===== config.mk =====
export PLATFORM = sky130hd
export DESIGN_NAME = cell_formula_tokenizer_top
export DESIGN_NICKNAME = d
export VERILOG_FILES = /design/src/hw/rtl/cft_pkg.sv /design/src/hw/rtl/cell_formula_tokenizer_top.sv
export SDC_FILE = /design/constraint.sdc
export NUM_CORES = 1
export LEC_CHECK = 0
export BUFFER_PORTS_ARGS = -buffer_cell sky130_fd_sc_hd__buf_4
export CAP_MARGIN = 20
export CORE_ASPECT_RATIO = 1.5
export CORE_MARGIN = 2
export CORE_UTILIZATION = 55
export CTS_CLUSTER_SIZE = 28
export DETAILED_ROUTE_END_ITERATION = 8
export MAX_ROUTING_LAYER = met4
export PLACE_DENSITY = 0.72
export SETUP_SLACK_MARGIN = 0.02
export SLEW_MARGIN = 20
export SYNTH_ARGS = -nofsm -noshare
export SYNTH_HDL_FRONTEND = slang
export SYNTH_SLANG_ARGS = --single-unit
export TNS_END_PERCENT = 5

===== constraint.sdc =====
create_clock -name clk -period 6.7 [get_ports clk]
set_clock_uncertainty 0.05 [all_clocks]
set_input_delay 0.335 -clock clk [delete_from_list [all_inputs] [get_ports clk]]
set_output_delay 0.335 -clock clk [all_outputs]
set_load 0.05 [all_outputs]

===== src/hw/rtl/cft_pkg.sv =====
// ----------------------------------------------------------------------------
// cft_pkg
// Shared types, codes and byte classes of the cell formula tokenizer.
// ----------------------------------------------------------------------------
package cft_pkg;

  localparam longint unsigned MAX_TEXT = 64'd1048576;
  localparam int FIFO_DEPTH = 4;

  localparam int KIND_W   = 3;
  localparam int TYPE_W   = 5;
  localparam int OFFSET_W = 20;
  localparam int LENGTH_W = 21;

  // event kinds
  localparam logic [KIND_W-1:0] EV_TOKEN = 3'd0;
  localparam logic [KIND_W-1:0] EV_CELL  = 3'd1;
  localparam logic [KIND_W-1:0] EV_ROW   = 3'd2;
  localparam logic [KIND_W-1:0] EV_RUN   = 3'd3;
  localparam logic [KIND_W-1:0] EV_END   = 3'd4;
  localparam logic [KIND_W-1:0] EV_OPEN  = 3'd5;

  // token types
  localparam logic [TYPE_W-1:0] TT_STRING = 5'd0;
  localparam logic [TYPE_W-1:0] TT_REF    = 5'd1;
  localparam logic [TYPE_W-1:0] TT_NUMBER = 5'd2;
  localparam logic [TYPE_W-1:0] TT_DOLLAR = 5'd3;
  localparam logic [TYPE_W-1:0] TT_QUERY  = 5'd4;
  localparam logic [TYPE_W-1:0] TT_PLUS   = 5'd5;
  localparam logic [TYPE_W-1:0] TT_MINUS  = 5'd6;
  localparam logic [TYPE_W-1:0] TT_STAR   = 5'd7;
  localparam logic [TYPE_W-1:0] TT_SLASH  = 5'd8;
  localparam logic [TYPE_W-1:0] TT_PCT    = 5'd9;
  localparam logic [TYPE_W-1:0] TT_CARET  = 5'd10;
  localparam logic [TYPE_W-1:0] TT_LPAREN = 5'd11;
  localparam logic [TYPE_W-1:0] TT_RPAREN = 5'd12;
  localparam logic [TYPE_W-1:0] TT_LBRACE = 5'd13;
  localparam logic [TYPE_W-1:0] TT_RBRACE = 5'd14;
  localparam logic [TYPE_W-1:0] TT_GT     = 5'd15;
  localparam logic [TYPE_W-1:0] TT_GE     = 5'd16;
  localparam logic [TYPE_W-1:0] TT_LT     = 5'd17;
  localparam logic [TYPE_W-1:0] TT_LE     = 5'd18;
  localparam logic [TYPE_W-1:0] TT_EQ     = 5'd19;
  localparam logic [TYPE_W-1:0] TT_NE     = 5'd20;

  // bytes
  localparam logic [7:0] CH_NUL    = 8'h00;
  localparam logic [7:0] CH_TAB    = 8'h09;
  localparam logic [7:0] CH_LF     = 8'h0A;
  localparam logic [7:0] CH_VT     = 8'h0B;
  localparam logic [7:0] CH_FF     = 8'h0C;
  localparam logic [7:0] CH_CR     = 8'h0D;
  localparam logic [7:0] CH_SPACE  = 8'h20;
  localparam logic [7:0] CH_BANG   = 8'h21;
  localparam logic [7:0] CH_DOLLAR = 8'h24;
  localparam logic [7:0] CH_PCT    = 8'h25;
  localparam logic [7:0] CH_AMP    = 8'h26;
  localparam logic [7:0] CH_LPAREN = 8'h28;
  localparam logic [7:0] CH_RPAREN = 8'h29;
  localparam logic [7:0] CH_STAR   = 8'h2A;
  localparam logic [7:0] CH_PLUS   = 8'h2B;
  localparam logic [7:0] CH_MINUS  = 8'h2D;
  localparam logic [7:0] CH_SLASH  = 8'h2F;
  localparam logic [7:0] CH_0      = 8'h30;
  localparam logic [7:0] CH_9      = 8'h39;
  localparam logic [7:0] CH_LT     = 8'h3C;
  localparam logic [7:0] CH_EQ     = 8'h3D;
  localparam logic [7:0] CH_GT     = 8'h3E;
  localparam logic [7:0] CH_QUERY  = 8'h3F;
  localparam logic [7:0] CH_UA     = 8'h41;
  localparam logic [7:0] CH_UZ     = 8'h5A;
  localparam logic [7:0] CH_CARET  = 8'h5E;
  localparam logic [7:0] CH_TICK   = 8'h60;
  localparam logic [7:0] CH_LA     = 8'h61;
  localparam logic [7:0] CH_LZ     = 8'h7A;
  localparam logic [7:0] CH_LBRACE = 8'h7B;
  localparam logic [7:0] CH_BAR    = 8'h7C;
  localparam logic [7:0] CH_RBRACE = 8'h7D;
  localparam logic [7:0] CH_DEL    = 8'h7F;

  typedef struct packed {
    logic [KIND_W-1:0]   kind;
    logic [TYPE_W-1:0]   ttype;
    logic [OFFSET_W-1:0] start;
    logic [LENGTH_W-1:0] length;
    logic                last;
  } res_t;

  typedef struct packed {
    logic              hit;
    logic [TYPE_W-1:0] code;
  } sym_t;

  function automatic logic is_digit(logic [7:0] b);
    return (b >= CH_0) && (b <= CH_9);
  endfunction

  function automatic logic is_alnum(logic [7:0] b);
    return is_digit(b) || ((b >= CH_LA) && (b <= CH_LZ)) || ((b >= CH_UA) && (b <= CH_UZ));
  endfunction

  function automatic logic is_blank(logic [7:0] b);
    return (b == CH_SPACE) || (b == CH_TAB) || (b == CH_VT) || (b == CH_FF) || (b == CH_CR);
  endfunction

  function automatic sym_t single_code(logic [7:0] b);
    sym_t s;
    s.hit = 1'b1;
    unique case (b)
      CH_DOLLAR: s.code = TT_DOLLAR;
      CH_QUERY:  s.code = TT_QUERY;
      CH_PLUS:   s.code = TT_PLUS;
      CH_STAR:   s.code = TT_STAR;
      CH_SLASH:  s.code = TT_SLASH;
      CH_PCT:    s.code = TT_PCT;
      CH_CARET:  s.code = TT_CARET;
      CH_LPAREN: s.code = TT_LPAREN;
      CH_RPAREN: s.code = TT_RPAREN;
      CH_LBRACE: s.code = TT_LBRACE;
      CH_RBRACE: s.code = TT_RBRACE;
      default: begin
        s.hit  = 1'b0;
        s.code = TT_STRING;
      end
    endcase
    return s;
  endfunction

  function automatic logic starts_token(logic [7:0] b);
    sym_t s;
    s = single_code(b);
    return s.hit || is_digit(b) || (b == CH_MINUS) || (b == CH_TICK) ||
           (b == CH_AMP) || (b == CH_GT) || (b == CH_LT);
  endfunction

  function automatic logic run_absorbs(logic [7:0] b);
    return (b >= CH_SPACE) && (b <= CH_DEL) && !starts_token(b);
  endfunction

  function automatic logic [TYPE_W-1:0] held_alone_code(logic [7:0] h);
    if (h == CH_MINUS) return TT_MINUS;
    if (h == CH_GT) return TT_GT;
    return TT_LT;
  endfunction

  function automatic logic [TYPE_W-1:0] pair_code(logic [7:0] h);
    if (h == CH_GT) return TT_GE;
    if (h == CH_LT) return TT_LE;
    if (h == CH_EQ) return TT_EQ;
    return TT_NE;
  endfunction

endpackage


===== src/hw/rtl/cell_formula_tokenizer_top.sv =====
// ----------------------------------------------------------------------------
// cell_formula_tokenizer_top
// Streaming tokenizer for spreadsheet cell formulas, one text byte per word.
// ----------------------------------------------------------------------------
// The block takes one text byte per cycle while in_stall is low. A byte is
// registered on entry, classified against the scan state once the queue has
// room, and its zero, one or two results are written into a four-entry output
// queue. Input stalls only while the queue holds more than two results; a byte
// that causes two results adds an extra entry to the queue, so the rate of one
// byte per cycle holds only while the output drains one result per cycle and
// each byte causes at most one result. Offsets and lengths saturate at
// MAX_TEXT-1 and MAX_TEXT and are reported in 20 and 21 bits.
module cell_formula_tokenizer_top #(
  parameter longint unsigned MAX_TEXT = cft_pkg::MAX_TEXT
) (
  input  logic                           clk,
  input  logic                           rst,
  input  logic                           in_valid,
  output logic                           in_stall,
  input  logic [7:0]                     text_byte,
  output logic                           out_valid,
  input  logic                           out_stall,
  output logic [cft_pkg::KIND_W-1:0]     event_kind,
  output logic [cft_pkg::TYPE_W-1:0]     token_class,
  output logic [cft_pkg::OFFSET_W-1:0]   start_offset,
  output logic [cft_pkg::LENGTH_W-1:0]   token_length,
  output logic                           last_of_burst
);

  localparam int PosW = $clog2(MAX_TEXT);
  localparam int LenW = $clog2(MAX_TEXT + 64'd1);
  localparam logic [PosW-1:0] POS_MAX = PosW'(MAX_TEXT - 64'd1);
  localparam logic [LenW-1:0] LEN_MAX = LenW'(MAX_TEXT);
  localparam int PtrW = $clog2(cft_pkg::FIFO_DEPTH);
  localparam int CntW = PtrW + 1;

  typedef enum logic [5:0] {
    M_IDLE = 6'b000001,
    M_HOLD = 6'b000010,
    M_STR  = 6'b000100,
    M_NUM  = 6'b001000,
    M_REF  = 6'b010000,
    M_RUN  = 6'b100000
  } mode_t;

  function automatic cft_pkg::res_t mk(logic [cft_pkg::KIND_W-1:0] k,
                                       logic [cft_pkg::TYPE_W-1:0] t,
                                       logic [PosW-1:0] s, logic [LenW-1:0] n);
    cft_pkg::res_t r;
    r.kind   = k;
    r.ttype  = t;
    r.start  = cft_pkg::OFFSET_W'(s);
    r.length = cft_pkg::LENGTH_W'(n);
    r.last   = 1'b0;
    return r;
  endfunction

  // input register
  logic       in_full;
  logic [7:0] in_byte;
  logic       go;

  // scan state
  mode_t           mode, mode_next;
  logic [7:0]      held, held_next;
  logic [PosW-1:0] pos, pos_next;
  logic [PosW-1:0] pstart, pstart_next;
  logic [LenW-1:0] plen, plen_next, plen_grow;

  // output queue
  cft_pkg::res_t fifo [cft_pkg::FIFO_DEPTH];
  logic [PtrW-1:0] wr_ptr, rd_ptr;
  logic [CntW-1:0] count;
  logic            pop;

  // fresh-start outcome for the current byte
  mode_t         fi_mode;
  logic          fi_hold, fi_set, fi_put;
  cft_pkg::res_t fi_res;

  // results of the current byte
  cft_pkg::res_t res_a, res_b, push0, push1;
  logic          a_v, b_v;
  logic [1:0]    push_cnt;

  assign go       = in_full && (count <= CntW'(cft_pkg::FIFO_DEPTH - 2));
  assign in_stall = in_full && !go;
  assign pop      = out_valid && !out_stall;

  assign plen_grow = (plen < LEN_MAX) ? plen + LenW'(1) : LEN_MAX;

  always_comb begin
    cft_pkg::sym_t sc;
    sc      = cft_pkg::single_code(in_byte);
    fi_mode = M_IDLE;
    fi_hold = 1'b0;
    fi_set  = 1'b1;
    fi_put  = 1'b0;
    fi_res  = mk(cft_pkg::EV_RUN, cft_pkg::TT_STRING, pos, LenW'(1));
    priority if (in_byte == cft_pkg::CH_BAR) begin
      fi_set = 1'b0;
      fi_put = 1'b1;
      fi_res = mk(cft_pkg::EV_CELL, cft_pkg::TT_STRING, '0, '0);
    end else if (in_byte == cft_pkg::CH_LF) begin
      fi_set = 1'b0;
      fi_put = 1'b1;
      fi_res = mk(cft_pkg::EV_ROW, cft_pkg::TT_STRING, '0, '0);
    end else if (cft_pkg::is_blank(in_byte)) begin
      fi_set = 1'b0;
    end else if (in_byte == cft_pkg::CH_TICK) begin
      fi_mode = M_STR;
    end else if (in_byte == cft_pkg::CH_AMP) begin
      fi_mode = M_REF;
    end else if (cft_pkg::is_digit(in_byte)) begin
      fi_mode = M_NUM;
    end else if ((in_byte == cft_pkg::CH_MINUS) || (in_byte == cft_pkg::CH_GT) ||
                 (in_byte == cft_pkg::CH_LT) || (in_byte == cft_pkg::CH_EQ) ||
                 (in_byte == cft_pkg::CH_BANG)) begin
      fi_mode = M_HOLD;
      fi_hold = 1'b1;
    end else if (sc.hit) begin
      fi_put = 1'b1;
      fi_res = mk(cft_pkg::EV_TOKEN, sc.code, pos, LenW'(1));
    end else if (cft_pkg::run_absorbs(in_byte)) begin
      fi_mode = M_RUN;
    end else begin
      fi_put = 1'b1;
    end
  end

  always_comb begin
    logic fresh;
    fresh       = 1'b0;
    mode_next   = mode;
    held_next   = held;
    pstart_next = pstart;
    plen_next   = plen;
    pos_next    = (pos < POS_MAX) ? pos + PosW'(1) : pos;
    a_v         = 1'b0;
    b_v         = 1'b0;
    res_a       = mk(cft_pkg::EV_RUN, cft_pkg::TT_STRING, pstart, plen);
    res_b       = fi_res;
    if (in_byte == cft_pkg::CH_NUL) begin
      a_v = 1'b1;
      unique case (mode)
        M_STR: res_a = mk(cft_pkg::EV_OPEN, cft_pkg::TT_STRING, pstart, plen);
        M_NUM: res_a = mk(cft_pkg::EV_TOKEN, cft_pkg::TT_NUMBER, pstart, plen);
        M_REF: res_a = mk(cft_pkg::EV_TOKEN, cft_pkg::TT_REF, pstart, plen);
        M_RUN: res_a = mk(cft_pkg::EV_RUN, cft_pkg::TT_STRING, pstart, plen);
        M_HOLD: begin
          if ((held == cft_pkg::CH_EQ) || (held == cft_pkg::CH_BANG)) begin
            res_a = mk(cft_pkg::EV_RUN, cft_pkg::TT_STRING, pstart, LenW'(1));
          end else begin
            res_a = mk(cft_pkg::EV_TOKEN, cft_pkg::held_alone_code(held), pstart, LenW'(1));
          end
        end
        default: a_v = 1'b0;
      endcase
      b_v         = 1'b1;
      res_b       = mk(cft_pkg::EV_END, cft_pkg::TT_STRING, '0, '0);
      mode_next   = M_IDLE;
      held_next   = '0;
      pos_next    = '0;
      pstart_next = '0;
      plen_next   = '0;
    end else begin
      unique case (mode)
        M_STR: begin
          plen_next = plen_grow;
          if (in_byte == cft_pkg::CH_TICK) begin
            a_v       = 1'b1;
            res_a     = mk(cft_pkg::EV_TOKEN, cft_pkg::TT_STRING, pstart, plen_grow);
            mode_next = M_IDLE;
          end
        end
        M_NUM: begin
          if (cft_pkg::is_digit(in_byte)) begin
            plen_next = plen_grow;
          end else begin
            a_v   = 1'b1;
            res_a = mk(cft_pkg::EV_TOKEN, cft_pkg::TT_NUMBER, pstart, plen);
            fresh = 1'b1;
          end
        end
        M_REF: begin
          if (cft_pkg::is_alnum(in_byte)) begin
            plen_next = plen_grow;
          end else begin
            a_v   = 1'b1;
            res_a = mk(cft_pkg::EV_TOKEN, cft_pkg::TT_REF, pstart, plen);
            fresh = 1'b1;
          end
        end
        M_RUN: begin
          if (cft_pkg::run_absorbs(in_byte)) begin
            plen_next = plen_grow;
          end else begin
            a_v   = 1'b1;
            fresh = 1'b1;
          end
        end
        M_HOLD: begin
          priority if ((held == cft_pkg::CH_MINUS) && cft_pkg::is_digit(in_byte)) begin
            mode_next = M_NUM;
            plen_next = LenW'(2);
          end else if (held == cft_pkg::CH_MINUS) begin
            a_v   = 1'b1;
            res_a = mk(cft_pkg::EV_TOKEN, cft_pkg::TT_MINUS, pstart, LenW'(1));
            fresh = 1'b1;
          end else if (in_byte == cft_pkg::CH_EQ) begin
            a_v       = 1'b1;
            res_a     = mk(cft_pkg::EV_TOKEN, cft_pkg::pair_code(held), pstart, LenW'(2));
            mode_next = M_IDLE;
          end else if ((held == cft_pkg::CH_GT) || (held == cft_pkg::CH_LT)) begin
            a_v   = 1'b1;
            res_a = mk(cft_pkg::EV_TOKEN, cft_pkg::held_alone_code(held), pstart, LenW'(1));
            fresh = 1'b1;
          end else if (cft_pkg::run_absorbs(in_byte)) begin
            mode_next = M_RUN;
            plen_next = LenW'(2);
          end else begin
            a_v   = 1'b1;
            res_a = mk(cft_pkg::EV_RUN, cft_pkg::TT_STRING, pstart, LenW'(1));
            fresh = 1'b1;
          end
        end
        default: fresh = 1'b1;
      endcase
      if (fresh) begin
        mode_next = fi_mode;
        b_v       = fi_put;
        if (fi_hold) begin
          held_next = in_byte;
        end
        if (fi_set) begin
          pstart_next = pos;
          plen_next   = LenW'(1);
        end
      end
    end
    if (b_v) begin
      res_b.last = 1'b1;
    end else begin
      res_a.last = 1'b1;
    end
  end

  always_comb begin
    push0    = a_v ? res_a : res_b;
    push1    = res_b;
    push_cnt = go ? (2'(a_v) + 2'(b_v)) : 2'd0;
  end

  always_ff @(posedge clk) begin
    if (rst) begin
      in_full <= 1'b0;
      mode    <= M_IDLE;
      held    <= '0;
      pos     <= '0;
      pstart  <= '0;
      plen    <= '0;
      wr_ptr  <= '0;
      rd_ptr  <= '0;
      count   <= '0;
    end else begin
      if (in_valid && !in_stall) begin
        in_full <= 1'b1;
      end else if (go) begin
        in_full <= 1'b0;
      end
      if (go) begin
        mode   <= mode_next;
        held   <= held_next;
        pos    <= pos_next;
        pstart <= pstart_next;
        plen   <= plen_next;
      end
      wr_ptr <= wr_ptr + PtrW'(push_cnt);
      if (pop) begin
        rd_ptr <= rd_ptr + PtrW'(1);
      end
      count <= count + CntW'(push_cnt) - CntW'(pop);
    end
  end

  always_ff @(posedge clk) begin
    if (in_valid && !in_stall) begin
      in_byte <= text_byte;
    end
    if (push_cnt != 2'd0) begin
      fifo[wr_ptr] <= push0;
    end
    if (push_cnt == 2'd2) begin
      fifo[wr_ptr + PtrW'(1)] <= push1;
    end
  end

  assign out_valid     = (count != '0);
  assign event_kind    = fifo[rd_ptr].kind;
  assign token_class   = fifo[rd_ptr].ttype;
  assign start_offset  = fifo[rd_ptr].start;
  assign token_length  = fifo[rd_ptr].length;
  assign last_of_burst = fifo[rd_ptr].last;

  a_count_bound : assert property (@(posedge clk) disable iff (rst)
    count <= CntW'(cft_pkg::FIFO_DEPTH))
    else $error("output queue overfilled");

  a_end_resets : assert property (@(posedge clk) disable iff (rst)
    go && (in_byte == cft_pkg::CH_NUL) |=> (pos == '0) && (mode == M_IDLE))
    else $error("scan state not cleared after end of text");

  a_pos_monotonic : assert property (@(posedge clk) disable iff (rst)
    go && (in_byte != cft_pkg::CH_NUL) |=> pos >= $past(pos))
    else $error("byte position went backward");

  a_end_last : assert property (@(posedge clk) disable iff (rst)
    out_valid && (event_kind == cft_pkg::EV_END) |-> last_of_burst)
    else $error("end of text not marked last of burst");

endmodule


# Word-level counts from Yosys, hierarchy flattened
# Memories as Yosys holds them, arrays and structs flattened. A register that Yosys moved wholly into a read port is not among the register bits.
# Cells that the tools add are included.
# W data, S select, Z words.
dict set report word_totals {
  ff_bits 91
  ramBits 200
  input_bits 12
  out_inout_bits 52
  wordCells 316
  memories 1
}
# memory words word_bits rd rd_clocked_by_memory_dff wr line
set memory_table {}
lappend memory_table {fifo 4 50 1 1 2 cell_formula_tokenizer_top.sv:71} ;# cft_pkg::res_t fifo [cft_pkg::FIFO_DEPTH];
dict set report classes {
  add_sub_neg 8
  order_cmp 11
  n_eq_ne 40
  mux 183
  n_reduce_logical 63
}
# cell n
set op_table {}
lappend op_table {{$mux W49} 16}
lappend op_table {{$mux W21} 12}
lappend op_table {{$pmux W50 S4} 1}
lappend op_table {{$pmux W49 S4} 1}
lappend op_table {{$eq A8 B6 Y1 const B} 20}
lappend op_table {{$mux W50} 3}
lappend op_table {{$pmux W21 S5} 1}
lappend op_table {{$mux W1} 103}
lappend op_table {{$mux W6} 17}
lappend op_table {{$mux W20} 5}
lappend op_table {{$mux W5} 13}
lappend op_table {{$pmux W4 S11} 1}
lappend op_table {{$eq A8 B4 Y1 const B} 5}
lappend op_table {{$eq A8 B7 Y1 const B} 5}
lappend op_table {{$logic_or A1 B1 Y1} 30}
lappend op_table {{$le A8 B7 Y1 const B} 3}
lappend op_table {{$mux W8} 3}
lappend op_table {{$mux W22} 1}
lappend op_table {{$add A21 B1 Y21 const B} 1}
lappend op_table {{$lt A21 B21 Y1 const B} 1}
lappend op_table {{$add A20 B1 Y20 const B} 1}
lappend op_table {{$lt A20 B20 Y1 const B} 1}
lappend op_table {{$ge A8 B6 Y1 const B} 2}
lappend op_table {{$ge A8 B7 Y1 const B} 2}
lappend op_table {{other kinds (30)} 57}

# Depth between registers and ports, before layout
dict set report logic_depth {
  word_depth 36
  mapped_depth 21
  depth_no_buf 16
}

# Worst setup path before layout
# OpenSTA, ideal clock, no wires.
dict set report synth_path {
  path_type {flip-flop to flip-flop}
  startpoint {register in_byte[1]}
  endpoint {memory fifo[1][0] in the netlist's numbering (enable)}
  setup_ps 384
  arrival_time_ps 4597
  slack_ps 1669
  path_stages_with_launch 19
  path_buffers 6
  cell_sequence {edfxtp_1 buf_6 or4_4 o221ai_1 nor2_1 o32a_1 nor2b_4 a22o_1 buf_6 inv_4 buf_8 buf_6 ha_1 or2_2 or3_1 clkbuf_1 and2_0 clkbuf_1 inv_1}
}
# element line
set synth_lines {}
lappend synth_lines {{from (decl)} cell_formula_tokenizer_top.sv:60} ;# logic [7:0] in_byte;
lappend synth_lines {{from (signal assigned)} cell_formula_tokenizer_top.sv:288} ;# in_byte <= text_byte;
lappend synth_lines {{to (decl)} cell_formula_tokenizer_top.sv:71}

==> impl_metrics.toml <==
[run_status]
status = "completed"

[grt]
first_global_vias = 11400
grt_first_pass_wirelength_mm = 62.84
grt_max_degree = 86
grt.overflow.total = 0
grtUsageTotal = 0.2956
antenna_found_initial = 0

[logic_synthesis]
ys_warn_count = 0
synth_top_area_share = 0.2554
ys.flop_type = "dfxtp_1"
synth_area_leader_cell = "edfxtp_1"
syn-num-nets = 1379
synth.area.top_cells = "edfxtp_1 (26%), dfxtp_1 (23%), mux4_2 (7.7%)"
async_reset_ff_frac = 0
yosysSeqAreaShare = 0.4874
syn_area_per_cell_sq_um = 10.73
syn_inst = 1359
synth_commonest_cells = "dfxtp_1 (169), nand2_1 (146), edfxtp_1 (124), a32o_1 (82), nor2_1 (81)"
synth_most_common_cell = "dfxtp_1"
synth_area_sq_um = 14580
yosysUniqueCellTypes = 93
synth_edf_count = 124
ys_ff_latch = 293

[sta]
period_needed_ns = 5.803
finalCritPeriodShare = 0.8662
setup_viol = 0
relSlewSlack = 0.2717
finalHoldViolations = 0
rsz0062_at_grt = "no"
tightestPinTransition_ns = 1.077
whs_ns = 0.1012
fin_setup_tns_ns = 0
fmax_mhz = 172.3
final-max-slew-violation-count = 0

[routing]
vias = 11590
ant_nets = 0
vias_per_cell = 6.693
wirelength_mm = 39.80
route.detailed.drc = 0
first_pass_iters = 6
detail_route.wl_per_cell_um = 22.99
first_iter_violations = 888

[critical_path]
worstSetupPathType = "flip-flop to flip-flop"
worstSetupEndpointType = "flip-flop"
slowest_stage = "edfxtp_1"
path_buf_inv = 2
crit_chain = "o21ai_0, and2_1, or4_1, o31ai_4, a22o_1, inv_4, ha_1, o21ai_0, nor2_1, nand2_1, a21oi_2, buf_4, a32o_1"
worst_path_largest_cell_delay_ns = 0.78
cp_common_cell = "o21ai_0"
crit_family = "compound AO/OA/AOI/OAI gates"
critPathLaunchType = "flip-flop"
cp.required_ns = 7.07
worstPathArrival_ns = 6.18
rrSetupSlack_ns = 0.90
path_max_fanout = 21

[die]
io_pins = 64
start_util = 0.5543
die_h_um = 203.4
core-area_sq_um = 26310
rows = 73
die_width_um = 136.9
dieArea_sq_um = 27860

[clocking]
cts_resized = 0
clk_path_buf_depth = 3
cts_max_level = 1
clk_latency_ns = 0.57
cts_sinks = 293
clock-root-buffer = "clkbuf_16"
clk_pin_slew_ns = 0.06
post_cts_buffers = 0
cts_tree = "yes"
numCtsBuffers = 27

[final_layout]
drive_above_1_share = 0.1593
syn_to_final_growth_pct = 11.36
n_antenna_cell = 0
fin_cells = 1731
multi_input_area_sq_um = 6902
ff_latch_area_sq_um = 7112
fill_cells = 2151
finalNetCount = 1393

[place]
port-buffer-count = 63
dp_cells = 1672
place_congestion = 0.9284
dp_hpwl_mm = 27.17

[min_path]
hold_path.class = "input pin to flip-flop"

[power]
comb_power_share = 0.196
power_uw = 4553
power_frac_clock = 0.367
p_per_area_nw_per_um2 = 280.4
p_int_uw = 3213
ir_drop_mv = 0.2111
seq_power_share = 0.437
switching_share = 0.2942
p_sw_uw = 1339
cellLeakagePower_uw = 0.005324

[run]
maxCapViolCount = 0
-- cell families (layout without fill, tap and decap cells) --
logic type	after synthesis	in the layout	share of synthesized area
muxes	51	51	0.07791
DFF	293	293	0.4874
buffers and inverters	134	169	0.04136
and+or+nand+nor	424	424	0.1475
AOI/OAI and AO/OA	417	417	0.2192
xor gates and xnor gates	32	32	0.01922
adders and majority gates	8	8	0.007379
-- cell type report --
class / count / area share
flip-flops and latches: 293 / 0.4380
multi-input cells: 932 / 0.4250
clock buffers: 39 / 0.04824
repair buffers: 98 / 0.04669
well taps: 337 / 0.02597
clock inverters: 11 / 0.01110
inverters: 21 / 0.005008
-- path summary, 6_finish.rpt --
check	from	end	depth (start not counted)
worst min register to register	fifo[2][9]	fifo[2][9]	2
worst min-delay path	rst	pos[1]	2
worst max-delay path	in_byte[1]	fifo[2][33]	13
worst max register to register	in_byte[1]	fifo[2][33]	13
-- state kept, by name, indices dropped and copies added (netlist names), named ones only --
| register | count |
|---|---|
| fifo | 200 |
| plen | 21 |
| pos | 20 |
| pstart | 20 |
| held | 8 |
| in_byte | 8 |
| mode | 6 |
| count | 3 |
| rd_ptr | 2 |
| wr_ptr | 2 |
| in_full | 1 |
-- power by group through the flow --
stage | Clock (uW) | Sequential (uW) | Combinational (uW)
final | 1670 | 1990 | 893
after global routing | 1760 | 2000 | 949
after CTS | 1690 | 1990 | 900
after detailed placement | 0 | 2030 | 894
after global placement | 0 | 2030 | 886
after floorplan | 0 | 1970 | 717
-- layout by cell type (no fill, tap or decap), drive strengths merged, types with 12 or more instances in the layout --
cell type  Yosys  final
a22o          58     58
xor2          18     18
and2          14     14
nor3          24     24
mux4          50     50
nand3         41     41
edfxtp       124    124
o21ai         89     89
a21oi         56     56
clkbuf        79     39
nand2        146    146
inv           21     24
o2bb2ai       12     12
buf           34     89
nor2          82     82
a32o          82     82
o22ai         25     25
dfxtp        169    169
nor4          13     13
xnor2         14     14
nor2b         19     19
-- metal layers --
| layer | wire length, um | part of all wire | vias up | GRT usage |
|---|---|---|---|---|
| li1 | - | - | 5317 | - |
| met1 | 15080 | 0.38 | 5711 | 0.3497 |
| met2 | 21200 | 0.53 | 464 | 0.5133 |
| met3 | 2266 | 0.057 | 94 | 0.03405 |
| met4 | 1247 | 0.031 | 0 | 0.1101 |
| met5 | 0 | 0 | - | - |
-- stage by stage --
stage	instance area (sq um)	util	setup slack [ns]
2_1_floorplan	14580	-	1.669
6_report	16240	0.6173	0.8966
3_3_place_gp	15180	0.5772	1.126
3_5_place_dp	15180	0.5772	0.9817
4_1_cts	16240	0.6173	0.9599
5_1_grt	16240	0.6173	0.5367
-- worst register-to-register path, stage by stage (launching register included) --
cell	delay [ns]
edfxtp_1	0.78
o21ai_0	0.29
and2_1	0.31
or4_1	0.64
o31ai_4	0.44
a22o_1	0.49
inv_4	0.22
ha_1	0.40
o21ai_0	0.22
nor2_1	0.61
nand2_1	0.14
a21oi_2	0.56
buf_4	0.36
a32o_1	0.16
-- what timing repair did --
action | CTS | global route
hold buffers | 9 | 0
hold endpoints to repair | 9 | 0
endpoints found under the setup margin | 0 | 0
(Power assumes the default switching activity.)
